### config.mk
export PLATFORM = sky130hd
export DESIGN_NAME = h_bridge_motor_command_unit
export DESIGN_NICKNAME = d
export VERILOG_FILES = /design/src/rtl/hbmc_pkg.sv /design/src/rtl/h_bridge_motor_command_unit.sv
export SDC_FILE = /design/constraint.sdc
export NUM_CORES = 1
export LEC_CHECK = 0
export ABC_AREA = 1
export BUFFER_PORTS_ARGS = -buffer_cell sky130_fd_sc_hd__buf_4
export CORE_ASPECT_RATIO = 0.7
export CORE_MARGIN = 2
export CORE_UTILIZATION = 55
export DETAILED_ROUTE_END_ITERATION = 16
export HOLD_SLACK_MARGIN = 0.03
export PLACE_DENSITY = 0.72
export SLEW_MARGIN = 25
export SYNTH_ARGS = -nofsm -noshare
export SYNTH_HDL_FRONTEND = slang
export SYNTH_SLANG_ARGS = --single-unit
### constraint.sdc
create_clock -name clk_i -period 5.15 [get_ports clk_i]
set_input_delay 0.515 -clock clk_i [delete_from_list [all_inputs] [get_ports clk_i]]
set_output_delay 0.515 -clock clk_i [all_outputs]
set_load 0.03 [all_outputs]
### src/rtl/hbmc_pkg.sv
// hbmc_pkg: types, codes, widths and reset values for the h-bridge motor command unit
// no dependencies; imported by h_bridge_motor_command_unit
`timescale 1ns / 1ps

package hbmc_pkg;

  // defaults for the top level parameters
  localparam int MotorsDflt   = 4;
  localparam int DutyBitsDflt = 16;

  // field and register widths
  localparam int ReqW     = 3;
  localparam int IdxW     = 2;
  localparam int SpeedW   = 17;
  localparam int PeriodW  = 16;
  localparam int CmdMaxW  = 16;
  localparam int CountW   = 3;
  localparam int MaskW    = 4;
  localparam int DutyOutW = 16;
  localparam int CfgIdxW  = 2;
  localparam int CfgDataW = 16;
  localparam int ProdW    = PeriodW + CmdMaxW;

  // request codes
  localparam logic [ReqW-1:0] ReqSetSpeed = 3'd0;
  localparam logic [ReqW-1:0] ReqStop     = 3'd1;
  localparam logic [ReqW-1:0] ReqPowerOn  = 3'd2;
  localparam logic [ReqW-1:0] ReqPowerOff = 3'd3;
  localparam logic [ReqW-1:0] ReqStopAll  = 3'd4;

  // configuration register indexes
  localparam logic [CfgIdxW-1:0] CfgPwmPeriod  = 2'd0;
  localparam logic [CfgIdxW-1:0] CfgCommandMax = 2'd1;
  localparam logic [CfgIdxW-1:0] CfgMotorCount = 2'd2;
  localparam logic [CfgIdxW-1:0] CfgRevMask    = 2'd3;

  // direction codes
  localparam logic [1:0] DirStop = 2'b00;
  localparam logic [1:0] DirFwd  = 2'b01;
  localparam logic [1:0] DirRev  = 2'b11;

  // bridge pin pairs, pin_a in bit 1
  localparam logic [1:0] PinsCoast = 2'b00;
  localparam logic [1:0] PinsFwd   = 2'b10;
  localparam logic [1:0] PinsRev   = 2'b01;
  localparam logic [1:0] PinsBrake = 2'b11;

  // register reset values
  localparam logic [PeriodW-1:0] PwmPeriodRst  = 16'd1000;
  localparam logic [CmdMaxW-1:0] CommandMaxRst = 16'd1000;
  localparam logic [CountW-1:0]  MotorCountRst = 3'd2;
  localparam logic [MaskW-1:0]   RevMaskRst    = 4'd0;

  // serial multiply (two bits a step) and divide (one bit a step)
  localparam int StepW    = 4;
  localparam int MulSteps = CmdMaxW / 2;
  localparam int DivSteps = PeriodW;

  typedef enum logic [2:0] {
    ST_IDLE,
    ST_DECODE,
    ST_MUL,
    ST_ADD,
    ST_DIV,
    ST_UPDATE,
    ST_EMIT
  } state_e;

endpackage

### src/rtl/h_bridge_motor_command_unit.sv
// h_bridge_motor_command_unit: motor command decode, serial duty divider and per-motor state
// depends on hbmc_pkg
`timescale 1ns / 1ps
//
//  channel  | direction | handshake           | payload
//  ---------+-----------+---------------------+-------------------------------------------
//  in       | input     | in_valid/in_ready   | req_type, motor_index, speed_command,
//           |           |                     | stop_coast
//  out      | output    | out_valid/out_ready | motor_out, pin_a, pin_b, duty_out, status,
//           |           |                     | power_on_out, last_result
//  cfg      | input     | cfg_we (no wait)    | cfg_idx, cfg_wdata
//
//  a running set speed goes through decode, the radix-4 serial multiplier, a round-up add,
//  the bit-serial restoring divider, the motor update and emit
//  stop, brake, rejects and set speed that needs no duty go from decode straight to emit
//  power enable, power disable and stop all emit one result for each motor in use
//  one item in flight; a new item is taken while the last result still waits in the output
//  register, and a stalled output holds the emit sequence
//  async active-low reset: configuration registers to their defaults, all motors coast, power off

module h_bridge_motor_command_unit import hbmc_pkg::*; #(
  parameter int MOTORS    = MotorsDflt,
  parameter int DUTY_BITS = DutyBitsDflt
) (
  input  logic                       clk_i,
  input  logic                       rst_ni,
  // configuration writes
  input  logic                       cfg_we_i,
  input  logic [CfgIdxW-1:0]         cfg_idx_i,
  input  logic [CfgDataW-1:0]        cfg_wdata_i,
  // command channel
  input  logic                       in_valid_i,
  output logic                       in_ready_o,
  input  logic [ReqW-1:0]            req_type_i,
  input  logic [IdxW-1:0]            motor_index_i,
  input  logic signed [SpeedW-1:0]   speed_command_i,
  input  logic                       stop_coast_i,
  // result channel
  output logic                       out_valid_o,
  input  logic                       out_ready_i,
  output logic [IdxW-1:0]            motor_out_o,
  output logic                       pin_a_o,
  output logic                       pin_b_o,
  output logic [DutyOutW-1:0]        duty_out_o,
  output logic                       status_o,
  output logic                       power_on_out_o,
  output logic                       last_result_o
);

  // only four motors are addressable
  localparam int Slots = (MOTORS < 4) ? MOTORS : 4;

  state_e state_q, state_d;

  // configuration
  logic [PeriodW-1:0] period_q;
  logic [CmdMaxW-1:0] cmax_q;
  logic [CountW-1:0]  count_q;
  logic [MaskW-1:0]   mask_q;

  // latched request
  logic [ReqW-1:0]   req_q;
  logic [IdxW-1:0]   idx_q;
  logic [SpeedW-1:0] raw_q;
  logic              coast_q;

  // motor state
  logic                 power_q;
  logic [1:0]           pins_q [Slots];
  logic [1:0]           dir_q  [Slots];
  logic [DUTY_BITS-1:0] duty_q [Slots];

  // serial arithmetic
  logic [ProdW-1:0]   prod_q;
  logic [CmdMaxW-1:0] mplier_q;
  logic [StepW-1:0]   step_q;
  logic               neg_q;

  // emit sequence
  logic [IdxW-1:0] emit_idx_q;
  logic            bcast_q;
  logic            show_q;
  logic            status_q;

  // output register
  logic                out_valid_q;
  logic [IdxW-1:0]     motor_out_q;
  logic [1:0]          pins_out_q;
  logic [DutyOutW-1:0] duty_out_q;
  logic                status_out_q;
  logic                power_out_q;
  logic                last_out_q;

  // decode
  logic [CountW-1:0]  n_use;
  logic               idx_valid;
  logic [SpeedW-1:0]  abs_cmd;
  logic [CmdMaxW-1:0] mag;
  logic               mag_zero;
  logic               is_bcast;
  logic               is_bad;
  logic               go_mul;
  logic               pwr_reject;

  // fsm outputs
  logic             coast_all;
  logic [Slots-1:0] coast_we;
  logic [Slots-1:0] brake_we;
  logic [Slots-1:0] run_we;
  logic             power_we;
  logic             power_val;
  logic             emit_fire;
  logic             emit_last;

  // datapath helpers
  logic [1:0]           pp_digit;
  logic [PeriodW+1:0]   pp;
  logic [CmdMaxW:0]     div_t;
  logic                 div_ge;
  logic [CmdMaxW-1:0]   div_rem;
  logic [1:0]           dir_sel;
  logic [1:0]           pins_sel;
  logic [DUTY_BITS-1:0] duty_sel;
  logic [1:0]           new_dir;
  logic                 reversal;

  // ---------------------------------------------------------------- configuration
  always_ff @(posedge clk_i or negedge rst_ni) begin
    if (!rst_ni) begin
      period_q <= PwmPeriodRst;
      cmax_q   <= CommandMaxRst;
      count_q  <= MotorCountRst;
      mask_q   <= RevMaskRst;
    end else if (cfg_we_i) begin
      unique case (cfg_idx_i)
        CfgPwmPeriod:  period_q <= cfg_wdata_i[PeriodW-1:0];
        CfgCommandMax: cmax_q   <= cfg_wdata_i[CmdMaxW-1:0];
        CfgMotorCount: count_q  <= cfg_wdata_i[CountW-1:0];
        CfgRevMask:    mask_q   <= cfg_wdata_i[MaskW-1:0];
        default: ;
      endcase
    end
  end

  // ---------------------------------------------------------------- decode
  assign n_use     = (count_q > CountW'(Slots)) ? CountW'(Slots) : count_q;
  assign idx_valid = ({1'b0, idx_q} < n_use);
  assign abs_cmd   = raw_q[SpeedW-1] ? (~raw_q + SpeedW'(1)) : raw_q;
  assign mag       = (abs_cmd > {1'b0, cmax_q}) ? cmax_q : abs_cmd[CmdMaxW-1:0];
  assign mag_zero  = (mag == '0);
  assign is_bcast  = (req_q == ReqPowerOn) || (req_q == ReqPowerOff) || (req_q == ReqStopAll);
  assign is_bad    = (req_q > ReqStopAll) || !idx_valid;
  assign pwr_reject = (req_q == ReqSetSpeed) && !mag_zero && !power_q;
  assign go_mul    = (req_q == ReqSetSpeed) && !is_bad && !mag_zero && power_q;

  // ---------------------------------------------------------------- read selects
  always_comb begin
    dir_sel = DirStop;
    for (int i = 0; i < Slots; i++) begin
      if (idx_q == IdxW'(i)) begin
        dir_sel = dir_q[i];
      end
    end
  end

  always_comb begin
    pins_sel = PinsCoast;
    duty_sel = '0;
    for (int i = 0; i < Slots; i++) begin
      if (show_q && (emit_idx_q == IdxW'(i))) begin
        pins_sel = pins_q[i];
        duty_sel = duty_q[i];
      end
    end
  end

  assign new_dir  = neg_q ? DirRev : DirFwd;
  assign reversal = (dir_sel != DirStop) && (dir_sel != new_dir);

  assign emit_last = !bcast_q || ({1'b0, emit_idx_q} == (n_use - CountW'(1)));
  assign emit_fire = (state_q == ST_EMIT) && (!out_valid_q || out_ready_i);

  // ---------------------------------------------------------------- next state
  always_comb begin
    state_d = state_q;
    unique case (state_q)
      ST_IDLE: begin
        if (in_valid_i) state_d = ST_DECODE;
      end
      ST_DECODE: begin
        if (is_bcast && (n_use == '0)) state_d = ST_IDLE;
        else if (go_mul)               state_d = ST_MUL;
        else                           state_d = ST_EMIT;
      end
      ST_MUL: begin
        if (step_q == StepW'(MulSteps - 1)) state_d = ST_ADD;
      end
      ST_ADD: begin
        state_d = ST_DIV;
      end
      ST_DIV: begin
        if (step_q == StepW'(DivSteps - 1)) state_d = ST_UPDATE;
      end
      ST_UPDATE: begin
        state_d = ST_EMIT;
      end
      ST_EMIT: begin
        if (emit_fire && emit_last) state_d = ST_IDLE;
      end
      default: state_d = ST_IDLE;
    endcase
  end

  // ---------------------------------------------------------------- fsm outputs
  always_comb begin
    in_ready_o = 1'b0;
    coast_all  = 1'b0;
    coast_we   = '0;
    brake_we   = '0;
    run_we     = '0;
    power_we   = 1'b0;
    power_val  = 1'b0;
    unique case (state_q)
      ST_IDLE: begin
        in_ready_o = 1'b1;
      end
      ST_DECODE: begin
        coast_all = (req_q == ReqPowerOn) || (req_q == ReqPowerOff);
        power_we  = coast_all;
        power_val = (req_q == ReqPowerOn);
        for (int i = 0; i < Slots; i++) begin
          if (CountW'(i) < n_use) begin
            if (coast_all) coast_we[i] = 1'b1;
            if (req_q == ReqStopAll) brake_we[i] = 1'b1;
          end
          if (!is_bad && (idx_q == IdxW'(i))) begin
            if (req_q == ReqStop) begin
              if (coast_q) coast_we[i] = 1'b1;
              else         brake_we[i] = 1'b1;
            end
            if ((req_q == ReqSetSpeed) && mag_zero) brake_we[i] = 1'b1;
          end
        end
      end
      ST_UPDATE: begin
        for (int i = 0; i < Slots; i++) begin
          if (idx_q == IdxW'(i)) begin
            if (reversal) coast_we[i] = 1'b1;
            else          run_we[i]   = 1'b1;
          end
        end
      end
      default: ;
    endcase
  end

  always_ff @(posedge clk_i or negedge rst_ni) begin
    if (!rst_ni) state_q <= ST_IDLE;
    else         state_q <= state_d;
  end

  // ---------------------------------------------------------------- request capture
  always_ff @(posedge clk_i) begin
    if (in_valid_i && in_ready_o) begin
      req_q   <= req_type_i;
      idx_q   <= motor_index_i;
      raw_q   <= $unsigned(speed_command_i);
      coast_q <= stop_coast_i;
    end
  end

  // ---------------------------------------------------------------- serial multiply and divide
  assign pp_digit = mplier_q[CmdMaxW-1 -: 2];
  assign pp       = (pp_digit[1] ? {1'b0, period_q, 1'b0} : '0)
                  + (pp_digit[0] ? {2'b00, period_q} : '0);
  assign div_t    = {prod_q[ProdW-1 -: CmdMaxW], prod_q[PeriodW-1]};
  assign div_ge   = (div_t >= {1'b0, cmax_q});
  assign div_rem  = div_ge ? CmdMaxW'(div_t - {1'b0, cmax_q}) : div_t[CmdMaxW-1:0];

  always_ff @(posedge clk_i or negedge rst_ni) begin
    if (!rst_ni) begin
      step_q <= '0;
    end else begin
      case (state_q)
        ST_MUL: begin
          if (step_q == StepW'(MulSteps - 1)) step_q <= '0;
          else                                step_q <= step_q + StepW'(1);
        end
        ST_DIV:  step_q <= step_q + StepW'(1);
        default: step_q <= '0;
      endcase
    end
  end

  always_ff @(posedge clk_i) begin
    case (state_q)
      ST_DECODE: begin
        prod_q   <= '0;
        mplier_q <= mag;
        neg_q    <= raw_q[SpeedW-1] ^ mask_q[idx_q];
      end
      ST_MUL: begin
        prod_q   <= {prod_q[ProdW-3:0], 2'b00} + ProdW'(pp);
        mplier_q <= {mplier_q[CmdMaxW-3:0], 2'b00};
      end
      // rounding up: add divisor minus one before dividing
      ST_ADD: prod_q <= prod_q + ProdW'(cmax_q) - ProdW'(1);
      ST_DIV: prod_q <= {div_rem, prod_q[PeriodW-2:0], div_ge};
      default: ;
    endcase
  end

  // ---------------------------------------------------------------- motor state
  always_ff @(posedge clk_i or negedge rst_ni) begin
    if (!rst_ni)       power_q <= 1'b0;
    else if (power_we) power_q <= power_val;
  end

  for (genvar g = 0; g < Slots; g++) begin : g_motor
    always_ff @(posedge clk_i or negedge rst_ni) begin
      if (!rst_ni) begin
        pins_q[g] <= PinsCoast;
        dir_q[g]  <= DirStop;
        duty_q[g] <= DUTY_BITS'(PwmPeriodRst);
      end else if (coast_we[g]) begin
        pins_q[g] <= PinsCoast;
        dir_q[g]  <= DirStop;
        duty_q[g] <= DUTY_BITS'(period_q);
      end else if (brake_we[g]) begin
        pins_q[g] <= PinsBrake;
        dir_q[g]  <= DirStop;
        duty_q[g] <= '0;
      end else if (run_we[g]) begin
        if (dir_q[g] == DirStop) pins_q[g] <= neg_q ? PinsRev : PinsFwd;
        dir_q[g]  <= new_dir;
        duty_q[g] <= DUTY_BITS'(prod_q[PeriodW-1:0]);
      end
    end
  end

  // ---------------------------------------------------------------- emit sequence
  always_ff @(posedge clk_i or negedge rst_ni) begin
    if (!rst_ni) begin
      emit_idx_q <= '0;
      bcast_q    <= 1'b0;
      show_q     <= 1'b0;
      status_q   <= 1'b0;
    end else if (state_q == ST_DECODE) begin
      emit_idx_q <= is_bcast ? '0 : idx_q;
      bcast_q    <= is_bcast;
      show_q     <= is_bcast || idx_valid;
      status_q   <= !is_bcast && (is_bad || pwr_reject);
    end else if (emit_fire) begin
      emit_idx_q <= emit_idx_q + IdxW'(1);
    end
  end

  // ---------------------------------------------------------------- output register
  always_ff @(posedge clk_i or negedge rst_ni) begin
    if (!rst_ni)                     out_valid_q <= 1'b0;
    else if (emit_fire)              out_valid_q <= 1'b1;
    else if (out_ready_i)            out_valid_q <= 1'b0;
  end

  always_ff @(posedge clk_i) begin
    if (emit_fire) begin
      motor_out_q  <= emit_idx_q;
      pins_out_q   <= pins_sel;
      duty_out_q   <= DutyOutW'(duty_sel);
      status_out_q <= status_q;
      power_out_q  <= power_q;
      last_out_q   <= emit_last;
    end
  end

  assign out_valid_o    = out_valid_q;
  assign motor_out_o    = motor_out_q;
  assign pin_a_o        = pins_out_q[1];
  assign pin_b_o        = pins_out_q[0];
  assign duty_out_o     = duty_out_q;
  assign status_o       = status_out_q;
  assign power_on_out_o = power_out_q;
  assign last_result_o  = last_out_q;

`ifndef SYNTHESIS
  // dividend high half stays below the divisor so the quotient fits
  a_div_start: assert property (@(posedge clk_i) disable iff (!rst_ni)
    (state_q == ST_DIV && step_q == '0) |-> (prod_q[ProdW-1 -: CmdMaxW] < cmax_q))
    else $error("divider start remainder not below divisor");

  // remainder after the last divide step is below the divisor
  a_div_rem: assert property (@(posedge clk_i) disable iff (!rst_ni)
    (state_q == ST_UPDATE) |-> (prod_q[ProdW-1 -: CmdMaxW] < cmax_q))
    else $error("divider remainder out of range");

  // a running update touches one motor and never with coast or brake on it
  a_run_one: assert property (@(posedge clk_i) disable iff (!rst_ni)
    $onehot0(run_we) && ((run_we & (coast_we | brake_we)) == '0))
    else $error("conflicting motor updates");

  // a stalled result keeps the emit sequence waiting
  a_emit_hold: assert property (@(posedge clk_i) disable iff (!rst_ni)
    (state_q == ST_EMIT && out_valid_q && !out_ready_i) |=>
      (state_q == ST_EMIT && $stable(emit_idx_q)))
    else $error("emit advanced while output stalled");

  // no new command is taken while the multiplier or divider is busy
  a_no_accept_busy: assert property (@(posedge clk_i) disable iff (!rst_ni)
    (state_q == ST_MUL || state_q == ST_DIV) |-> !in_ready_o)
    else $error("transfer accepted during duty computation");
`endif

endmodule

==> flow_summary.json, run 1 <==
{
  "fin_util": 0.622,
  "place_congestion": 0.956,
  "wl_um": 51300,
  "stdcell_area_um2": 18000,
  "rr_startpoint": "mplier_q[14]$_DFFE_PP_",
  "first_pass_iters": 6,
  "cp_slowest_stage_delay_ns": 0.76,
  "grt_pass1_wl_um": 79200,
  "synth.most_common_cell": "nand2_1",
  "grt_overflow": 0,
  "crit_fanout": 16,
  "swShare": 0.489,
  "die_x_um": 209,
  "hold_depth": 1,
  "drive_gt1_frac": 0.0995,
  "skew_ns": 0.0166,
  "diodes": 0,
  "fin_tns_setup_ns": 0,
  "area_growth_pct": 11.1,
  "ant_nets": 0,
  "yosys_warnings": 0,
  "arrival_ns": 4.94,
  "max_cap_violations": 0,
  "ff2ff_setup_slack_ns": 0.50,
  "crit_top_cell": "nand2_1",
  "ys_seq_elements": 228,
  "fillCellCount": 2597,
  "die_area_um2": 30800,
  "ys_top_cells_by_area": "edfxtp_1 (18%), nand2_1 (16%), dfrtp_1 (15%)",
  "crit_type": "flop to flop",
  "dp_hpwl_um": 38300,
  "wl_per_cell_um": 19.8,
  "cts_htree_levels": 1,
  "relSlewSlack": 0.353,
  "timing.rr.end": "prod_q[30]$_DFFE_PP_",
  "grt_use_total": 0.335,
  "fmax_ghz": 0.215,
  "leakage_nw": 9.00,
  "drv_slew": 0,
  "crit_path_start_kind": "flop",
  "viasPerCell": 5.91,
  "avgSynthCellArea_um2": 7.55,
  "syn_area_um2": 16200,
  "antenna_found_initial": 0,
  "ios": 71,
  "period_share": 0.903,
  "drc": 0,
  "clk_pin_slew_worst_paths_ns": 0.06,
  "crit_chain": "nand2_1 > inv_1 > fa_1 > ha_1 > fa_1 > nand2_1 > nand2_1 > a21oi_1 > nor2_1 > a21boi_0 > o21ai_0 > a31oi_1 > o21ai_0 > a31o_2 > inv_1 > nor2_1 > nand2_1 > nand2_1 > nand3_1 > nand3_1",
  "grt_start_max_net_pins": 102,
  "num_vias": 15300,
  "synth_top_area_frac": 0.176,
  "grt_pass1_vias": 14000,
  "yosys.cell_types.count": 57,
  "end_kind": "flop",
  "p_per_area_nw_per_um2": 683,
  "post_dp_cell_area_um2": 17000,
  "synth_fp_nets": 2324,
  "async_reset_ff_frac": 0.583,
  "seqPwrFrac": 0.303,
  "crit_slowest_cell": "edfxtp_1",
  "status": "finished clean",
  "seqCellArea_um2": 6230,
  "cts_buffer_depth": 3,
  "start_util": 0.560,
  "hold_end": "raw_q[15]$_DFFE_PP_",
  "multi_input_area_um2": 8670,
  "coreArea_um2": 28900,
  "finalHoldViolCount": 0,
  "cts_tree": "built",
  "min_path_type": "input pin to flop",
  "synth_edf_count": 95,
  "cts.sinks": 228,
  "portBuffers": 70,
  "synthFlopType": "dfrtp_1",
  "cp.required_ns": 5.44,
  "die_h_um": 147,
  "synthTopCellsByCount": "nand2_1 (689), inv_1 (256), nand3_1 (184)",
  "drt-initial-drc-count": 1993,
  "num-nets-final": 2382,
  "cts_root_buffer": "clkbuf_16",
  "min_from": "speed_command_i[15]",
  "internal_power_w": 0.00628,
  "cts-buffers-inserted": 25,
  "final-setup-viol-count": 0,
  "netlist_instances": 2143,
  "std_cell_rows": 52,
  "p_comb_frac": 0.538,
  "r2r_cells": 20,
  "clkLatencyLatePin_ns": 0.55,
  "rsz0062_at_grt": "no",
  "power.switching_w": 0.00601,
  "clkPwrFrac": 0.158,
  "tightest_slew_ns": 0.970,
  "period_needed_ns": 4.65,
  "synth_top_area_cell": "edfxtp_1",
  "yosysSeqAreaShare": 0.385,
  "ir_worst_vdd_mv": 0.293
}
layout by cell type, fill, tap and decap left out, types with 5 or more instances in the layout:
| master | synthesis | final |
|---|---|---|
| o311ai_0 | 6 | 6 |
| nand2_4 | 5 | 5 |
| a31oi_1 | 25 | 25 |
| nor2_2 | 4 | 6 |
| nor3_1 | 18 | 17 |
| or2_2 | 11 | 11 |
| o21ai_1 | 5 | 5 |
| inv_4 | 3 | 5 |
| buf_4 | 3 | 90 |
| a21oi_1 | 117 | 117 |
| nand2_2 | 6 | 9 |
| o22ai_1 | 5 | 5 |
| xor2_1 | 22 | 22 |
| inv_1 | 256 | 256 |
| nand3_1 | 184 | 184 |
| clkbuf_16 | 0 | 26 |
| dfstp_2 | 37 | 37 |
| xnor2_1 | 14 | 14 |
| clkbuf_1 | 44 | 6 |
| nand2_1 | 689 | 686 |
| nor2_1 | 115 | 113 |
| o21a_1 | 5 | 5 |
| o221ai_1 | 9 | 9 |
| dfrtp_1 | 96 | 96 |
| o211ai_1 | 32 | 32 |
| fa_1 | 17 | 17 |
| nand4_1 | 16 | 16 |
| edfxtp_1 | 95 | 95 |
| ha_1 | 118 | 118 |
| o21ai_0 | 126 | 126 |
state kept, by name (all words and copies together) (netlist names), 2 cells and up:
signal / flops
cmax_q: 16
count_q: 3
dir_q: 8
duty_out_o: 16
duty_q: 64
emit_idx_q: 2
idx_q: 2
mask_q: 4
motor_out_o: 2
mplier_q: 16
period_q: 16
pins_out_q: 2
pins_q: 8
prod_q: 32
raw_q: 17
req_q: 3
state_q: 3
step_q: 4
cell type report:
class / instances / share of cell area
Sequential cell: 228 / 0.346
Clock inverter: 12 / 0.00954
Inverter: 266 / 0.0560
Multi-Input combinational cell: 1587 / 0.482
Timing Repair Buffer: 93 / 0.0403
Clock buffer: 34 / 0.0390
Tap cell: 378 / 0.0263
metrics by stage:
step | setup WS [ns] | total power (W) | hold slack (ns) | cells
floorplan | 1.46 | 0.00816 | 0.219 | 2143
detailed placement | 0.516 | 0.0101 | 0.439 | 2547
global route | 0.00545 | 0.0133 | 0.123 | 2598
finish | 0.502 | 0.0123 | 0.137 | 2598
CTS | 0.503 | 0.0121 | 0.111 | 2593
global placement | 0.666 | 0.00994 | 0.441 | 2547
worst max-delay path: cells and delay by family (launching register included):
kind                     cells  cell delay, ns
buffers and inverters        2            0.26
AND/OR/NAND/NOR              9            0.70
AO/OA/AOI/OAI                6            1.61
adder cells (fa/ha/maj)      3            1.06
flip-flops                   1            0.76
power groups by stage:
stage | clock network, W | logic [W] | registers [W]
final | 0.00194 | 0.00661 | 0.00372
after global routing | 0.00204 | 0.00745 | 0.00378
after CTS | 0.00196 | 0.00647 | 0.00366
after detailed placement | 0 | 0.00642 | 0.00368
after global placement | 0 | 0.00626 | 0.00368
after floorplan | 0 | 0.00481 | 0.00335
layer usage:
metal / routed length, um / up-vias / GRT usage
met5: 0 / - / 0
met4: 935 / 0 / 0.0686
met3: 7170 / 75 / 0.102
met2: 19600 / 849 / 0.446
met1: 23700 / 7199 / 0.527
li1: - / 7222 / -
timing repair:
item                                   in CTS  in global routing
buffers inserted                            0                  3
hold buffers                                0                  1
setup endpoints to repair                   0                 63
endpoints found under the hold margin       0                 35
gates resized for setup                     0                  1
how the worst max path moves through the flow:
stage	start	endpoint	slack (ns)	depth (start not counted)
after floorplan	raw_q[0]$_DFFE_PP_	duty_q[42]$_DFFE_PN0P_	1.46	35
after global placement	raw_q[0]$_DFFE_PP_	dir_q[2]$_DFFE_PN0P_	0.67	29
after detailed placement	raw_q[0]$_DFFE_PP_	duty_q[32]$_DFFE_PN0P_	0.52	29
after CTS	raw_q[0]$_DFFE_PP_	duty_q[32]$_DFFE_PN0P_	0.50	29
after global routing	raw_q[0]$_DFFE_PP_	duty_q[33]$_DFFE_PN0P_	0.005	33
final	mplier_q[14]$_DFFE_PP_	prod_q[30]$_DFFE_PP_	0.50	20
logic make-up after synthesis:
family / Yosys count / synth area share
AO/OA/AOI/OAI: 353 / 0.126
XOR/XNOR: 37 / 0.0205
adder cells (fa/ha/maj): 135 / 0.112
buffers and inverters: 328 / 0.0803
flip-flops: 228 / 0.385
AND/OR/NAND/NOR: 1062 / 0.276
Note: power is estimated with default switching activity, not from simulation.
==> run 2, diff against run 1 <==
Settings changed: ABC_AREA 1 to not set.
==> run 2 against run 1 <==
Utilization increased by 0.14 points. Sequential share of layout area decreased by 1.7 points. Maximum frequency increased by 1.9%. Largest power group unchanged. Total power increased by 2.9%. Via count decreased by 3.7%. Register-to-register slack improved by 0.08 ns. Sequential power decreased by 8.3%.
==> flow_summary.json, run 2 <==
{
  "status": "finished clean",
  "layout_common_cells": "o21ai_0 (194), nand2_1 (145), ha_1 (118)",
  "antenna_found_initial": 0,
  "dp_hpwl_um": 35700,
  "end_kind": "flop",
  "portBuffers": 70,
  "diodes": 0,
  "cts-buffers-inserted": 25,
  "final_cell_count_no_fill": 2319,
  "grt_pass1_wl_um": 77300,
  "cp_slowest_stage_delay_ns": 0.46,
  "ff2ff_setup_slack_ns": 0.59,
  "yosys_warnings": 0,
  "max_cap_violations": 0,
  "area_growth_pct": 10.7,
  "place_congestion": 0.969,
  "grt_use_total": 0.304,
  "cp_top_family": "simple AND/OR/NAND/NOR gates",
  "relSlewSlack": 0.283,
  "ios": 71,
  "drv_slew": 0,
  "crit_path_start_kind": "flop",
  "drt-initial-drc-count": 1406,
  "p_per_area_nw_per_um2": 669,
  "netlist_instances": 1851,
  "period_share": 0.886,
  "cp.required_ns": 5.56,
  "clkLatencyLatePin_ns": 0.56,
  "synthSimpleGateAreaFrac": 0.170,
  "wl_um": 49500,
  "yosys.cell_types.count": 84,
  "period_needed_ns": 4.56,
  "tightest_slew_ns": 1.07,
  "avgSynthCellArea_um2": 9.22,
  "grt_pass1_vias": 13900,
  "fin_tns_setup_ns": 0,
  "crit_top_cell": "ha_1",
  "drc": 0,
  "timing.rr.end": "duty_q[13]$_DFFE_PN0P_",
  "cts_buffer_depth": 3,
  "viasPerCell": 6.37,
  "drive_gt1_frac": 0.139,
  "total_power_w": 0.0126,
  "ir_worst_vdd_mv": 0.308,
  "ys_top_cells_by_area": "edfxtp_1 (17%), dfrtp_1 (14%), ha_1 (8.7%)",
  "rr_startpoint": "raw_q[0]$_DFFE_PP_",
  "cts_htree_levels": 1,
  "synth_top_area_cell": "edfxtp_1",
  "cts_tree": "built",
  "crit_slowest_cell": "edfxtp_1",
  "dpl.cell_count": 2269,
  "die_h_um": 151,
  "grt_overflow": 0,
  "largestRegisters": "duty_q (64), prod_q (32), raw_q (17)",
  "synth_fa_ha_area_frac": 0.106,
  "synth.most_common_cell": "o21ai_0",
  "first_pass_iters": 5,
  "die_x_um": 215,
  "wl_per_cell_um": 21.3,
  "num_vias": 14800,
  "synth_top_family_by_area": "compound AO/OA/AOI/OAI gates",
  "ys_seq_elements": 228,
  "cts.sinks": 228,
  "hold_depth": 1,
  "grt_start_max_net_pins": 100,
  "synth_xor_area_frac": 0.0405,
  "synthMuxAreaShare": 0.0762,
  "rsz0062_at_grt": "no",
  "synthFlopType": "dfrtp_1",
  "coreArea_um2": 30300,
  "ant_nets": 0,
  "num-nets-final": 2069,
  "fillCellCount": 2555,
  "crit_chain": "inv_1 > ha_1 > nor4b_2 > nor4b_4 > nand2b_1 > xnor2_1 > ha_1 > nand4_1 > nor4_1 > o31ai_1 > a21oi_1 > o21a_1 > a311oi_4 > buf_12 > buf_4 > nor2_4 > o211ai_1",
  "largest-register": "duty_q",
  "die_area_um2": 32500,
  "cts_root_buffer": "clkbuf_16",
  "path_buf_inv": 3,
  "synth_top_area_frac": 0.167,
  "min_from": "speed_command_i[11]",
  "arrival_ns": 4.97,
  "wl_met2_um": 20200,
  "std_cell_rows": 53,
  "met1_length_um": 21900,
  "yosysSeqAreaShare": 0.365,
  "finalHoldViolCount": 0,
  "wl_met3_um": 5930,
  "synth_edf_count": 95,
  "crit_fanout": 18,
  "syn_area_um2": 17100,
  "clk_pin_slew_worst_paths_ns": 0.06,
  "crit_type": "flop to flop",
  "highest-signal-layer": "met4",
  "final-setup-viol-count": 0,
  "synth_compound_area_frac": 0.195,
  "largest_reg_flops": 64,
  "hold_end": "raw_q[11]$_DFFE_PP_",
  "start_util": 0.563,
  "final_common_cell": "o21ai_0",
  "fmax_ghz": 0.219,
  "skew_ns": 0.0106,
  "async_reset_ff_frac": 0.583,
  "leakage_nw": 8.42,
  "synthTopCellsByCount": "o21ai_0 (194), nand2_1 (145), ha_1 (118)",
  "synth_fp_nets": 2032,
  "cts_resized": 0,
  "r2r_cells": 17,
  "min_path_type": "input pin to flop"
}
## run 2: changes by cell type in the layout (fill, tap and decap cells not counted), sizes merged, moves of 57 or more
cell	previous run	this run
or3	0	57
mux2i	0	77
nand3	190	19
nor3	18	86
nand2	700	145
inv	266	113
o21ai	131	199
## run 2: how the worst max path moves through the flow
stage / from / endpoint / slack (ns) / cells after the start
2_1_floorplan: raw_q[0]$_DFFE_PP_ / dir_q[6]$_DFFE_PN0P_ / 1.17 / 16
3_3_place_gp: raw_q[0]$_DFFE_PP_ / dir_q[2]$_DFFE_PN0P_ / 0.55 / 16
3_5_place_dp: raw_q[0]$_DFFE_PP_ / dir_q[6]$_DFFE_PN0P_ / 0.42 / 16
4_1_cts: raw_q[0]$_DFFE_PP_ / dir_q[6]$_DFFE_PN0P_ / 0.41 / 16
5_1_grt: raw_q[0]$_DFFE_PP_ / dir_q[6]$_DFFE_PN0P_ / 0.18 / 17
6_report: raw_q[0]$_DFFE_PP_ / duty_q[13]$_DFFE_PN0P_ / 0.59 / 17
## run 2: power by group
part / switching (W) / total, W / internal, W
Sequential: 0.000722 / 0.00341 / 0.00269
Combinational: 0.00446 / 0.00743 / 0.00296
Clock: 0.000784 / 0.00181 / 0.00102
## run 2: layout make-up
type	instances	area [um2]	area share
clock buffers	38	757	0.0401
inverters	110	413	0.0218
well taps	412	515	0.0273
flip-flops and latches	228	6230	0.330
clock inverters	8	61.3	0.00324
repair buffers	104	820	0.0434
multi-input cells	1419	10100	0.535
## run 2: kinds of logic after synthesis
kind of cell             count (synthesis)
AO/OA/AOI/OAI                          532
XOR/XNOR                                79
adder cells (fa/ha/maj)                135
buffers and inverters                  204
flip-flops                             228
multiplexers                           121
AND/OR/NAND/NOR                        552
## run 2: what timing repair did
item | CTS | global route
setup buffers | 0 | 2
endpoints found under the setup margin | 0 | 6
hold buffers | 0 | 1
hold endpoints to repair | 0 | 17
## run 2: stage by stage
stage / worst slack, ns / util / area, um2 / hold WS [ns]
floorplan: 1.17 / - / 17100 / 0.219
global placement: 0.548 / 0.594 / 18000 / 0.452
detailed placement: 0.419 / 0.594 / 18000 / 0.447
CTS: 0.406 / 0.621 / 18800 / 0.102
global route: 0.175 / 0.624 / 18900 / 0.124
finish: 0.587 / 0.624 / 18900 / 0.135
## run 2: per-layer routing
layer,global-route usage,vias to the layer above
met1,0.443,7050
li1,-,6842
met4,0.0858,0
met3,0.0888,100
met5,0,-
met2,0.438,784
==> run 3, diff against run 2 <==
==> constraint.sdc (replaced) <==
create_clock -name clk_i -period 5.15 [get_ports clk_i]
set_input_delay 0.2575 -clock clk_i [delete_from_list [all_inputs] [get_ports clk_i]]
set_output_delay 0.2575 -clock clk_i [all_outputs]
set_load 0.03 [all_outputs]
==> run 3 against run 2 <==
Hold slack got worse by 0.054 ns. Critical path type unchanged. Critical path depth unchanged. Sequential power about the same. Global-route usage is 0.46 points higher. Worst setup slack got worse by 0.0071 ns. Highest routed layer unchanged. Combinational power is essentially flat. Clock-buffer cell count unchanged. Largest power group unchanged. Maximum frequency fell by 0.16%. Total power up 0.27%.
==> flow_summary.json, run 3 (synthesis gave the netlist of run 2 again) <==
{
  "status": "finished clean",
  "cp_slowest_stage_delay_ns": 0.46,
  "r2r_cells": 17,
  "period_needed_ns": 4.57,
  "cts.sinks": 228,
  "coreArea_um2": 30300,
  "skew_ns": 0.0126,
  "max_cap_violations": 0,
  "rr_startpoint": "raw_q[0]$_DFFE_PP_",
  "finalHoldViolCount": 0,
  "cts-buffers-inserted": 25,
  "grt_start_max_net_pins": 100,
  "viasPerCell": 6.32,
  "post-place-ws_ns": 0.419,
  "crit_top_cell": "ha_1",
  "timing.hold.ws_ns": 0.0811,
  "drive_gt1_frac": 0.136,
  "crit_fanout": 18,
  "ant_nets": 0,
  "wl_um": 50200,
  "dp_hpwl_um": 35700,
  "end_kind": "flop",
  "leakage_nw": 8.58,
  "grt_overflow": 0,
  "path_buf_inv": 3,
  "layout_common_cells": "o21ai_0 (194), nand2_1 (145), ha_1 (118)",
  "die_area_um2": 32500,
  "largest_reg_flops": 64,
  "std_cell_rows": 53,
  "rsz0062_at_grt": "no",
  "crit_path_start_kind": "flop",
  "drt-initial-drc-count": 1398,
  "wl_per_cell_um": 21.3,
  "critical_path_cell_count": 17,
  "die_h_um": 151,
  "p_per_area_nw_per_um2": 657,
  "cts_tree": "built",
  "clk_pin_slew_worst_paths_ns": 0.06,
  "final_common_cell": "o21ai_0",
  "place_congestion": 0.969,
  "cts_resized": 0,
  "crit_chain": "inv_1 > ha_1 > nor4b_2 > nor4b_4 > nand2b_1 > xnor2_1 > ha_1 > nand4_1 > nor4_1 > o31ai_1 > a21oi_1 > o21a_1 > a311oi_4 > buf_12 > buf_4 > nor2_4 > o211ai_1",
  "period_share": 0.887,
  "arrival_ns": 4.98,
  "first_pass_iters": 6,
  "clkLatencyLatePin_ns": 0.56,
  "grt_pass1_wl_um": 78500,
  "antenna_found_initial": 0,
  "crit_slowest_cell": "edfxtp_1",
  "fmax_ghz": 0.219,
  "num_vias": 14900,
  "startpoint": "raw_q[0]$_DFFE_PP_",
  "final-setup-viol-count": 0,
  "endpoint": "duty_q[13]$_DFFE_PN0P_",
  "drv_slew": 0,
  "cts_htree_levels": 1,
  "ff2ff_setup_slack_ns": 0.58,
  "timing.rr.end": "duty_q[13]$_DFFE_PN0P_",
  "min_path_type": "input pin to flop",
  "largestRegisters": "duty_q (64), prod_q (32), raw_q (17)",
  "start_util": 0.563,
  "ios": 71,
  "crit_type": "flop to flop",
  "grt_use_total": 0.309,
  "grt_pass1_vias": 14100,
  "cp_top_family": "simple AND/OR/NAND/NOR gates",
  "area_growth_pct": 13.1,
  "worst_slack_ns": 0.579,
  "hold_depth": 3,
  "tightest_slew_ns": 1.05,
  "largest-register": "duty_q",
  "drc": 0,
  "num-nets-final": 2108,
  "cts_root_buffer": "clkbuf_16",
  "die_x_um": 215,
  "cts_buffer_depth": 3,
  "fin_tns_setup_ns": 0,
  "relSlewSlack": 0.297,
  "portBuffers": 70,
  "cp.required_ns": 5.56,
  "ir_worst_vdd_mv": 0.315
}
-- run 3: final cells by class --
cell class              instances  area (um2)
repair buffers                143        1210
diodes                          1        2.50
multi-input cells            1419       10100
clock inverters                 8        61.3
flip-flops and latches        228        6230
inverters                     110         413
well taps                     412         515
clock buffers                  38         757
fillers                      2498       11000
-- run 3: where the power goes --
part	switching [W]	leakage, nW	internal (W)
Combinational	0.00448	5.83	0.00298
Sequential	0.000720	2.35	0.00269
Clock	0.000789	0.408	0.00102
-- run 3: how the worst min path moves through the flow --
stage,from,to,slack (ns)
after global placement,rst_ni,duty_q[11]$_DFFE_PN0P_,0.44
final,out_ready_i,out_valid_o$_DFFE_PN0P_,0.08
after CTS,out_ready_i,out_valid_o$_DFFE_PN0P_,0.07
after global routing,out_ready_i,out_valid_o$_DFFE_PN0P_,0.11
after floorplan,rst_ni,bcast_q$_DFFE_PN0P_,-0.04
after detailed placement,rst_ni,duty_q[12]$_DFFE_PN0P_,0.42
-- run 3: routing by layer --
layer,GRT usage,part of all wire,up-vias
met5,0,0,-
met4,0.0847,0.029,0
met3,0.0896,0.12,100
met2,0.455,0.41,758
met1,0.443,0.44,7129
li1,-,-,6927
-- run 3: worst min-delay path, cell delays in order --
cell	delay (ns)
buf_4	0.07
nand2b_1	0.14
o21ai_0	0.11
-- run 3: timing repair --
action	in CTS	in global routing
setup endpoints to repair	0	6
buffers inserted	0	2
hold endpoints to repair	133	0
hold buffers	40	0
-- run 3: per-stage QoR --
stage / instance area, um2 / total power, W / cells / utilization
after CTS: 19200 / 0.0125 / 2355 / 0.635
after detailed placement: 18000 / 0.0106 / 2269 / 0.594
final: 19300 / 0.0127 / 2359 / 0.637
after floorplan: 17100 / 0.00859 / 1851 / -
after global placement: 18000 / 0.0104 / 2269 / 0.594
after global routing: 19300 / 0.0136 / 2358 / 0.636
